**src/design/brb_pkg.sv**
```systemverilog
package brb_pkg;

  localparam int CAPACITY = 8;
  localparam int DEPTH    = 8;
  localparam logic [3:0] CAP_W4 = 4'(CAPACITY);
  localparam logic [4:0] CAP_W5 = 5'(CAPACITY);

  localparam logic FUNC_PUSH = 1'b0;
  localparam logic FUNC_POP  = 1'b1;

  localparam logic [1:0] ST_OK        = 2'd0;
  localparam logic [1:0] ST_BAD_ARG   = 2'd1;
  localparam logic [1:0] ST_NO_ROOM   = 2'd2;
  localparam logic [1:0] ST_OVER_PULL = 2'd3;

  typedef struct packed {
    logic        func;
    logic [3:0]  count;
    logic [63:0] data_bytes;
  } brb_in_t;

  typedef struct packed {
    logic [1:0]  status;
    logic [2:0]  write_offset;
    logic [3:0]  first_len;
    logic [2:0]  second_len;
    logic [3:0]  fill_level;
    logic [2:0]  read_position;
    logic [63:0] buffer_contents;
  } brb_out_t;

  typedef struct packed {
    logic       en;
    logic [2:0] woff;
    logic [3:0] count;
  } brb_wr_t;

  typedef struct packed {
    logic [1:0] status;
    logic [2:0] woff;
    logic [3:0] first;
    logic [2:0] second;
  } brb_res_t;

endpackage

```
**src/design/brb_lane.sv**
```systemverilog
module brb_lane
  import brb_pkg::*;
(
  input  logic        clk,
  input  logic        rst_n,
  input  logic [2:0]  lane_idx,
  input  brb_wr_t     wr,
  input  logic [63:0] data_bytes,
  output logic [7:0]  lane_byte
);

  logic [7:0] lane_byte_r;
  logic [7:0] lane_byte_nxt;
  logic [3:0] gap;
  logic [3:0] rel;
  logic       hit;

  always_comb begin
    gap  = {1'b0, lane_idx} + CAP_W4 - {1'b0, wr.woff};
    rel  = (gap >= CAP_W4) ? gap - CAP_W4 : gap;
    hit  = wr.en && (rel < wr.count);
    lane_byte_nxt = hit ? data_bytes[{rel[2:0], 3'b000} +: 8] : lane_byte_r;
  end

  always_ff @(posedge clk) begin
    if (!rst_n) begin
      lane_byte_r <= '0;
    end else begin
      lane_byte_r <= lane_byte_nxt;
    end
  end

  assign lane_byte = lane_byte_r;

endmodule

```
**src/design/brb_ctrl.sv**
```systemverilog
module brb_ctrl
  import brb_pkg::*;
(
  input  logic       clk,
  input  logic       rst_n,
  input  logic       go,
  input  brb_in_t    in_data,
  output brb_wr_t    wr,
  output brb_res_t   res,
  output logic       res_valid,
  output logic [2:0] start_idx,
  output logic [3:0] held
);

  logic [2:0] start_r, start_nxt;
  logic [3:0] held_r, held_nxt;
  logic       res_valid_r;
  brb_res_t   res_r, res_nxt;

  logic [3:0] push_sum;
  logic [3:0] woff4;
  logic [3:0] span;
  logic [3:0] first;
  logic [4:0] pop_sum;
  logic [4:0] pop_wrap;
  logic       no_room;

  always_comb begin
    push_sum = {1'b0, start_r} + held_r;
    woff4    = (push_sum >= CAP_W4) ? push_sum - CAP_W4 : push_sum;
    span     = CAP_W4 - woff4;
    first    = (span > in_data.count) ? in_data.count : span;
    no_room  = ({1'b0, held_r} + {1'b0, in_data.count}) > CAP_W5;
    pop_sum  = {2'b00, start_r} + {1'b0, in_data.count};
    pop_wrap = (pop_sum >= CAP_W5) ? pop_sum - CAP_W5 : pop_sum;

    wr.en      = 1'b0;
    wr.woff    = woff4[2:0];
    wr.count   = in_data.count;
    res_nxt    = '0;
    start_nxt  = start_r;
    held_nxt   = held_r;

    priority if (in_data.count == 4'd0) begin
      res_nxt.status = ST_BAD_ARG;
    end else if (in_data.func == FUNC_PUSH) begin
      if (no_room) begin
        res_nxt.status = ST_NO_ROOM;
      end else begin
        res_nxt.status = ST_OK;
        res_nxt.woff   = woff4[2:0];
        res_nxt.first  = first;
        res_nxt.second = 3'(in_data.count - first);
        wr.en          = go;
        held_nxt       = held_r + in_data.count;
      end
    end else begin
      if (in_data.count > held_r) begin
        res_nxt.status = ST_OVER_PULL;
      end else begin
        res_nxt.status = ST_OK;
        held_nxt       = held_r - in_data.count;
        start_nxt      = pop_wrap[2:0];
      end
    end
  end

  always_ff @(posedge clk) begin
    if (!rst_n) begin
      start_r     <= '0;
      held_r      <= '0;
      res_valid_r <= 1'b0;
    end else begin
      res_valid_r <= go;
      if (go) begin
        start_r <= start_nxt;
        held_r  <= held_nxt;
      end
    end
  end

  always_ff @(posedge clk) begin
    if (go) begin
      res_r <= res_nxt;
    end
  end

  assign res       = res_r;
  assign res_valid = res_valid_r;
  assign start_idx = start_r;
  assign held      = held_r;

endmodule

```
**src/design/byte_ring_buffer_push_pop.sv**
```systemverilog
// The result word strobes on out_valid in the cycle after start is taken.
// Throughput: one word per cycle while busy is low; all eight byte lanes and both pointers update together.
// The receiver cannot stall: each result is shown for exactly one cycle.
// Reset (rst_n low, synchronous): storage, start position and fill level clear to zero;
// busy stays high for the cycle after reset is released.
module byte_ring_buffer_push_pop
  import brb_pkg::*;
(
  input  logic     clk,
  input  logic     rst_n,
  input  logic     start,
  output logic     busy,
  input  brb_in_t  in_data,
  output logic     out_valid,
  output brb_out_t out_data
);

  logic        busy_r;
  logic        go;
  brb_wr_t     wr;
  brb_res_t    res;
  logic [2:0]  start_idx;
  logic [3:0]  held;
  logic [63:0] contents;

  assign go = start && !busy_r;

  always_ff @(posedge clk) begin
    if (!rst_n) begin
      busy_r <= 1'b1;
    end else begin
      busy_r <= 1'b0;
    end
  end

  brb_ctrl u_ctrl (
    .clk       (clk),
    .rst_n     (rst_n),
    .go        (go),
    .in_data   (in_data),
    .wr        (wr),
    .res       (res),
    .res_valid (out_valid),
    .start_idx (start_idx),
    .held      (held)
  );

  for (genvar g = 0; g < DEPTH; g++) begin : g_lane
    if (g < CAPACITY) begin : g_used
      brb_lane u_lane (
        .clk        (clk),
        .rst_n      (rst_n),
        .lane_idx   (3'(g)),
        .wr         (wr),
        .data_bytes (in_data.data_bytes),
        .lane_byte  (contents[8*g +: 8])
      );
    end else begin : g_unused
      assign contents[8*g +: 8] = 8'h00;
    end
  end

  // merge lane bytes and pointer state into the result word
  always_comb begin
    out_data.status          = res.status;
    out_data.write_offset    = res.woff;
    out_data.first_len       = res.first;
    out_data.second_len      = res.second;
    out_data.fill_level      = held;
    out_data.read_position   = start_idx;
    out_data.buffer_contents = contents;
  end

  assign busy = busy_r;

endmodule

```
**config.mk**
```make
export PLATFORM = sky130hd
export DESIGN_NAME = byte_ring_buffer_push_pop
export DESIGN_NICKNAME = d
export VERILOG_FILES = /design/src/design/brb_pkg.sv /design/src/design/brb_lane.sv /design/src/design/brb_ctrl.sv /design/src/design/byte_ring_buffer_push_pop.sv
export SDC_FILE = /design/constraint.sdc
export NUM_CORES = 1
export LEC_CHECK = 0
export BUFFER_PORTS_ARGS = -buffer_cell sky130_fd_sc_hd__buf_2
export CAP_MARGIN = 0
export CELL_PAD_IN_SITES_DETAIL_PLACEMENT = 0
export CELL_PAD_IN_SITES_GLOBAL_PLACEMENT = 1
export CORE_ASPECT_RATIO = 1.25
export CORE_MARGIN = 2
export CORE_UTILIZATION = 39
export CTS_CLUSTER_DIAMETER = 200
export DETAILED_ROUTE_END_ITERATION = 16
export PLACE_DENSITY_LB_ADDON = 0.1
export SYNTH_ARGS = -nofsm -noshare
export SYNTH_HDL_FRONTEND = slang
export SYNTH_SLANG_ARGS = --single-unit
```
**constraint.sdc**
```tcl
create_clock -name clk -period 5.27 [get_ports clk]
set_clock_uncertainty 0.1 [all_clocks]
set_input_delay 1.054 -clock clk [delete_from_list [all_inputs] [get_ports clk]]
set_output_delay 1.054 -clock clk [all_outputs]
set_load 0.01 [all_outputs]
```
Yosys cells after proc, flatten, opt, wreduce, memory -nomap -nowiden
Cells that the tools add are included.
Storage, ports and cells
  input port bits: 72
  logic and storage cells: 109
  memories: 0
  latch bits: 0
  bits in read-only memories: 0
  memory bits (writable): 0
  register bits after elaboration: 85
Operators by class
  mux-type cells: 21
  multiply operators: 0
  shifts and indexed selects: 8
  bitwise gates (word level): 2
  reductions and logical operators: 14
  divide/modulo/power cells: 0
  $lt $le $gt $ge: 21
  add/subtract/negate cells: 25
  equal/unequal tests: 2
Operator list (count)
  variable part select 64 x 7 -> 8 bit: 8
  2-to-1 mux 4 bit: 13
  greater-or-equal comparator 4 bit (second input constant): 9
  subtractor 4 bit (second input constant): 9
  < comparator 4 bit: 8
  subtractor 4 x 3 -> 4 bit (first input constant): 8
  logical AND 1 bit: 9
  > comparator 4 bit: 2
  AND reduction 4 bit: 2
  2-to-1 mux 2 bit: 3
  adder 3 x 4 -> 5 bit: 1
  adder 4 x 4 -> 5 bit: 1
  greater-or-equal comparator 5 x 4 -> 1 bit (second input constant): 1
  > comparator 5 x 4 -> 1 bit (second input constant): 1
  adder 3 x 4 -> 4 bit: 1
  adder 4 bit: 1
  zero test 4 bit: 1
  2-to-1 mux 1 bit: 4
  inequality test 2 bit (second input constant): 2
  subtractor 4 bit: 1
  subtractor 4 bit (first input constant): 1
  2-to-1 mux 3 bit: 1
  OR reduction 3 bit: 1
  subtractor 3 x 1 -> 3 bit (second input constant): 1
  other kinds (3): 4

Logic depth before layout (Yosys ltp)
  depth after elaboration: 8
  mapped depth: 19
  mapped depth without buffers: 14

Hierarchy
A second synthesis with hierarchy kept.
Second synthesis, totals
  cells, all modules: 686
  area total of the unflattened synthesis: 8971.1 µm²
Modules (own cells, without submodules)
  brb_lane: times used 8, area an instance 925.9 µm², cells each 65
  brb_ctrl: times used 1, area an instance 1519.0 µm², cells each 161
  byte_ring_buffer_push_pop: times used 1, area an instance 45.0 µm², cells each 5

Least setup slack after synthesis
Ideal clock, no wire load.
  kind: register -> register
  start: reg u_ctrl.held_r[0], in the netlist u_ctrl.held[0]
  end: reg u_ctrl.res_r (netlist bit u_ctrl.res[2]), data pin
  buffers on the path: 6
  data required time: 5.024 ns
  clock period less this slack: 4.974 ns
  slack: 0.296 ns
  data arrival time: 4.728 ns
  stages on the path, launching flop included: 20
  path through: dfxtp_1 -> ha_1 -> buf_2 -> buf_2 -> buf_4 -> buf_2 -> inv_1 -> ha_1 -> xor3_1 -> buf_2 -> buf_2 -> ha_1 -> nand4b_1 -> o21ai_0 -> a21oi_1 -> mux2i_1 -> ha_1 -> fa_1 -> or3_1 -> a21oi_1
Between the ends
  cells in the longest elaborated chain, start to end: 7
  elaborated cells between the ends (all ways): 11
  classes of those cells: add/sub (5); order compare (3); mux (2); reduce/logical (1)
Ends and longest elaborated chain
  start, declared: RTL line brb_ctrl.sv:16  | logic [3:0] held_r, held_nxt;
  start signal, assigned: RTL line brb_ctrl.sv:77  | held_r <= held_nxt;
  adder 3 x 4 -> 4 bit (*): RTL line brb_ctrl.sv:29  | push_sum = {1'b0, start_r} + held_r;
  subtractor 4 bit or greater-or-equal comparator 4 bit (tied branches): RTL line brb_ctrl.sv:30  | woff4 = (push_sum >= CAP_W4) ? push_sum - CAP_W4 : push_sum;
  2-to-1 mux 4 bit (*): RTL line brb_ctrl.sv:30
  subtractor 4 bit (*): RTL line brb_ctrl.sv:31  | span = CAP_W4 - woff4;
  > comparator 4 bit: RTL line brb_ctrl.sv:32  | first = (span > in_data.count) ? in_data.count : span;
  2-to-1 mux 4 bit (*): RTL line brb_ctrl.sv:32
  via u_ctrl.first[0]: RTL line brb_ctrl.sv:23  | logic [3:0] first;
  subtractor 3 bit (*): RTL line brb_ctrl.sv:53  | res_nxt.second = 3'(in_data.count - first);
  end signal, assigned: RTL line brb_ctrl.sv:84  | res_r <= res_nxt;
  end, declared: RTL line brb_ctrl.sv:18  | brb_res_t res_r, res_nxt;
Mark *: on every way through the listed nets, which the timed path passes. The rest lies on a longest branch.
A chain may end at the register's enable or synchronous reset.

Worst setup path in the final report
Same ends and word-level chain as after synthesis.

==> impl_metrics.py <==
metrics = {
    "clock_tree": {
        "post_cts_buffers": 0,
        "numCtsBuffers": 9,
        "ctsRootBufferMaster": "clkbuf_16",
        "clockBufferDepth": 2,
        "ctsResizeCount": 0,
        "htreeDepth": 3,
        "clk-insertion-delay-late_ns": 0.35,
        "cts.sink_count": 85,
        "clk_pin_slew_ns": 0.07,
        "tritoncts": "built",
        "cts_hold_buf": 0,
    },
    "power_and_ir_drop": {
        "power_density_nw_per_um2": 249.7,
        "p_total_mw": 2.041,
        "peakVddDrop_mv": 0.1286,
        "p_leak_nw": 3.607,
    },
    "job": {
        "max_cap_violations": 0,
    },
    "yosys": {
        "synth.avg_cell_area_um2": 10.41,
        "yosys-top-cells-area": "dfxtp_1, mux4_2, mux2i_1",
        "synth_edf_count": 12,
        "synthesis.area_um2": 7028,
        "ys_seq_area_share_pct": 25.92,
        "yosysTopAreaCell": "dfxtp_1",
        "yosys_warnings": 0,
        "synth.top_cell.area_share_pct": 20.79,
        "synthCells": 675,
        "synth_cell_types": 63,
        "ys_ff_latch": 85,
        "synth_flop_cell": "dfxtp_1",
        "synthArstFlopShare_pct": 0,
    },
    "timing": {
        "fmax_mhz": 222.0,
        "tightestPinTransition_ns": 1.007,
        "hold_violations": 0,
        "drv_slew": 0,
        "rsz0062_at_grt": "no",
        "setup_violations": 0,
        "period_needed_ns": 4.505,
        "min_period_over_period_pct": 85.48,
        "slew_headroom_pct": 32.87,
        "setup_tns_ns": 0,
    },
    "die": {
        "core_region_area_um2": 17570,
        "ios": 157,
        "die-area_um2": 19120,
        "die_h_um": 154.1,
        "start_util_pct": 40.01,
        "fp.dieW_um": 124.1,
        "row_count": 54,
    },
    "cells_and_area": {
        "nFillCells": 1754,
        "final_common_cell": "buf_2",
        "syn2layout_area_growth_pct": 16.29,
        "final_cell_mix": "buf_2, mux2i_1, dfxtp_1",
        "final_nets": 913,
        "drive_above_1_share_pct": 35.61,
    },
    "routing": {
        "first_pass_iters": 5,
        "route.detailed.drc": 0,
        "viasPerCell": 5.773,
        "drt_iter0_drc": 383,
        "wire_per_inst_um": 21.15,
        "via_count": 5958,
        "routed_wl_um": 21820,
        "ant_nets": 0,
    },
    "global_routing": {
        "grt_max_degree": 71,
        "overflow": 0,
        "grt_pass1_vias": 5897,
        "antenna_found_initial": 4,
        "grt_pass1_wl_um": 33530,
        "grtUsageTotal_pct": 23.33,
    },
    "worst_setup_path": {
        "crit_path_max_incr_delay_ns": 0.50,
        "path_class": "flop to flop",
        "reg2regPathDepth": 15,
        "cp_slowest_cell": "a21oi_1",
        "path_cells": "ha_4, fa_2, xnor3_2, buf_4, inv_1, nor3_1, ha_1, nand4b_1, o21ai_0, a21oi_1, mux2i_1, ha_1, fa_1, or3_1, a21oi_1",
        "cp-start-kind": "flop",
        "critPathMaxFanout": 20,
        "critPathRequiredTime_ns": 5.35,
        "cp-end-kind": "flop",
        "cp.arrival_ns": 4.59,
    },
    "status": {
        "status": "finished, final reports clean",
    },
    "placement": {
        "portBuffers": 156,
        "place.gp.congestion": 0.8748,
        "dp_hpwl_um": 16840,
    },
    "worst_hold_path": {
        "hold_path_class": "flop to flop",
        "whs_path_depth": 2,
    },
}
[worst paths after layout]
path                                                      startpoint                                    to  slack (ns)
worst max-delay path                                  u_ctrl.held[0]                         u_ctrl.res[2]        0.77
worst min-delay path            g_lane[7].g_used.u_lane.lane_byte[4]  g_lane[7].g_used.u_lane.lane_byte[4]        0.36
worst max register to register                        u_ctrl.held[0]                         u_ctrl.res[2]        0.77
worst min register to register  g_lane[7].g_used.u_lane.lane_byte[4]  g_lane[7].g_used.u_lane.lane_byte[4]        0.36
[worst max-delay path, delay by kind of cell, from the launching register on]
family / cells / cell delay [ns]
muxes: 1 / 0.22
AOI/OAI and AO/OA: 3 / 0.77
buffers and inverters: 2 / 0.46
DFF: 1 / 0.37
and+or+nand+nor: 3 / 0.75
adders and majority gates: 5 / 1.44
xor gates and xnor gates: 1 / 0.21
[state kept, by name (all words and copies together) (netlist names)]
signal / flops
g_lane.g_used.u_lane.lane_byte: 64
u_ctrl.res_valid: 1
u_ctrl.start_idx: 3
u_ctrl.held: 4
u_ctrl.res: 12
busy: 1
[per-layer routing]
metal	part of all wire (%)	routed length (µm)	vias to the layer above	track usage, %
li1	-	-	2828	-
met1	41	9046	2886	29.07
met2	49	10670	193	38.28
met3	5.4	1173	47	5.304
met4	4.2	911	4	10.01
met5	0.087	19	-	0
[kinds of logic after synthesis]
kind of cell / count (synthesis) / share of synthesized area [%]
mux: 177 / 34.09
simple gates: 150 / 12.11
compound gates: 130 / 12.09
flops: 85 / 25.92
buf+inv: 83 / 6.000
fa+ha+maj: 40 / 7.655
xor+xnor: 9 / 2.083
other cells: 1 / 0.05336
[area by class of cell]
type	instances	area (µm²)	area share [%]
repair buffers	168	870.8	10.66
flip-flops and latches	85	1822	22.29
inverters	24	90.09	1.102
multi-input cells	513	4830	59.09
clock buffers	10	229.0	2.802
diodes	2	5.005	0.06124
clock inverters	6	46.29	0.5664
well taps	224	280.3	3.429
[Yosys cell counts (14+ instances only)]
cell type  number
nand3_1        14
mux2_2         37
o211a_1        14
nor4_1         21
ha_1           35
dfxtp_1        73
inv_1          23
a21oi_1        52
mux4_2         46
mux2i_1        92
clkbuf_1       16
o21ai_0        21
nand2_1        34
buf_2          26
nor3_1         24
[per-stage QoR]
step	area (µm²)	hold slack (ns)	util, %	setup WS (ns)	std cells
global route	8170	0.3835	46.51	0.5695	1031
floorplan	7051	0.3823	-	0.2963	681
detailed placement	7893	0.3569	44.93	0.8220	1014
finish	8173	0.3614	46.52	0.7653	1032
CTS	8168	0.3668	46.50	0.8245	1030
global placement	7893	0.3493	44.93	1.038	1014
[power breakdown]
part,internal (mW),switching [mW],total [mW]
clock,0.324,0.297,0.621
combinational,0.312,0.404,0.716
sequential,0.688,0.0158,0.704
Note: power is estimated with default switching activity, not from simulation.
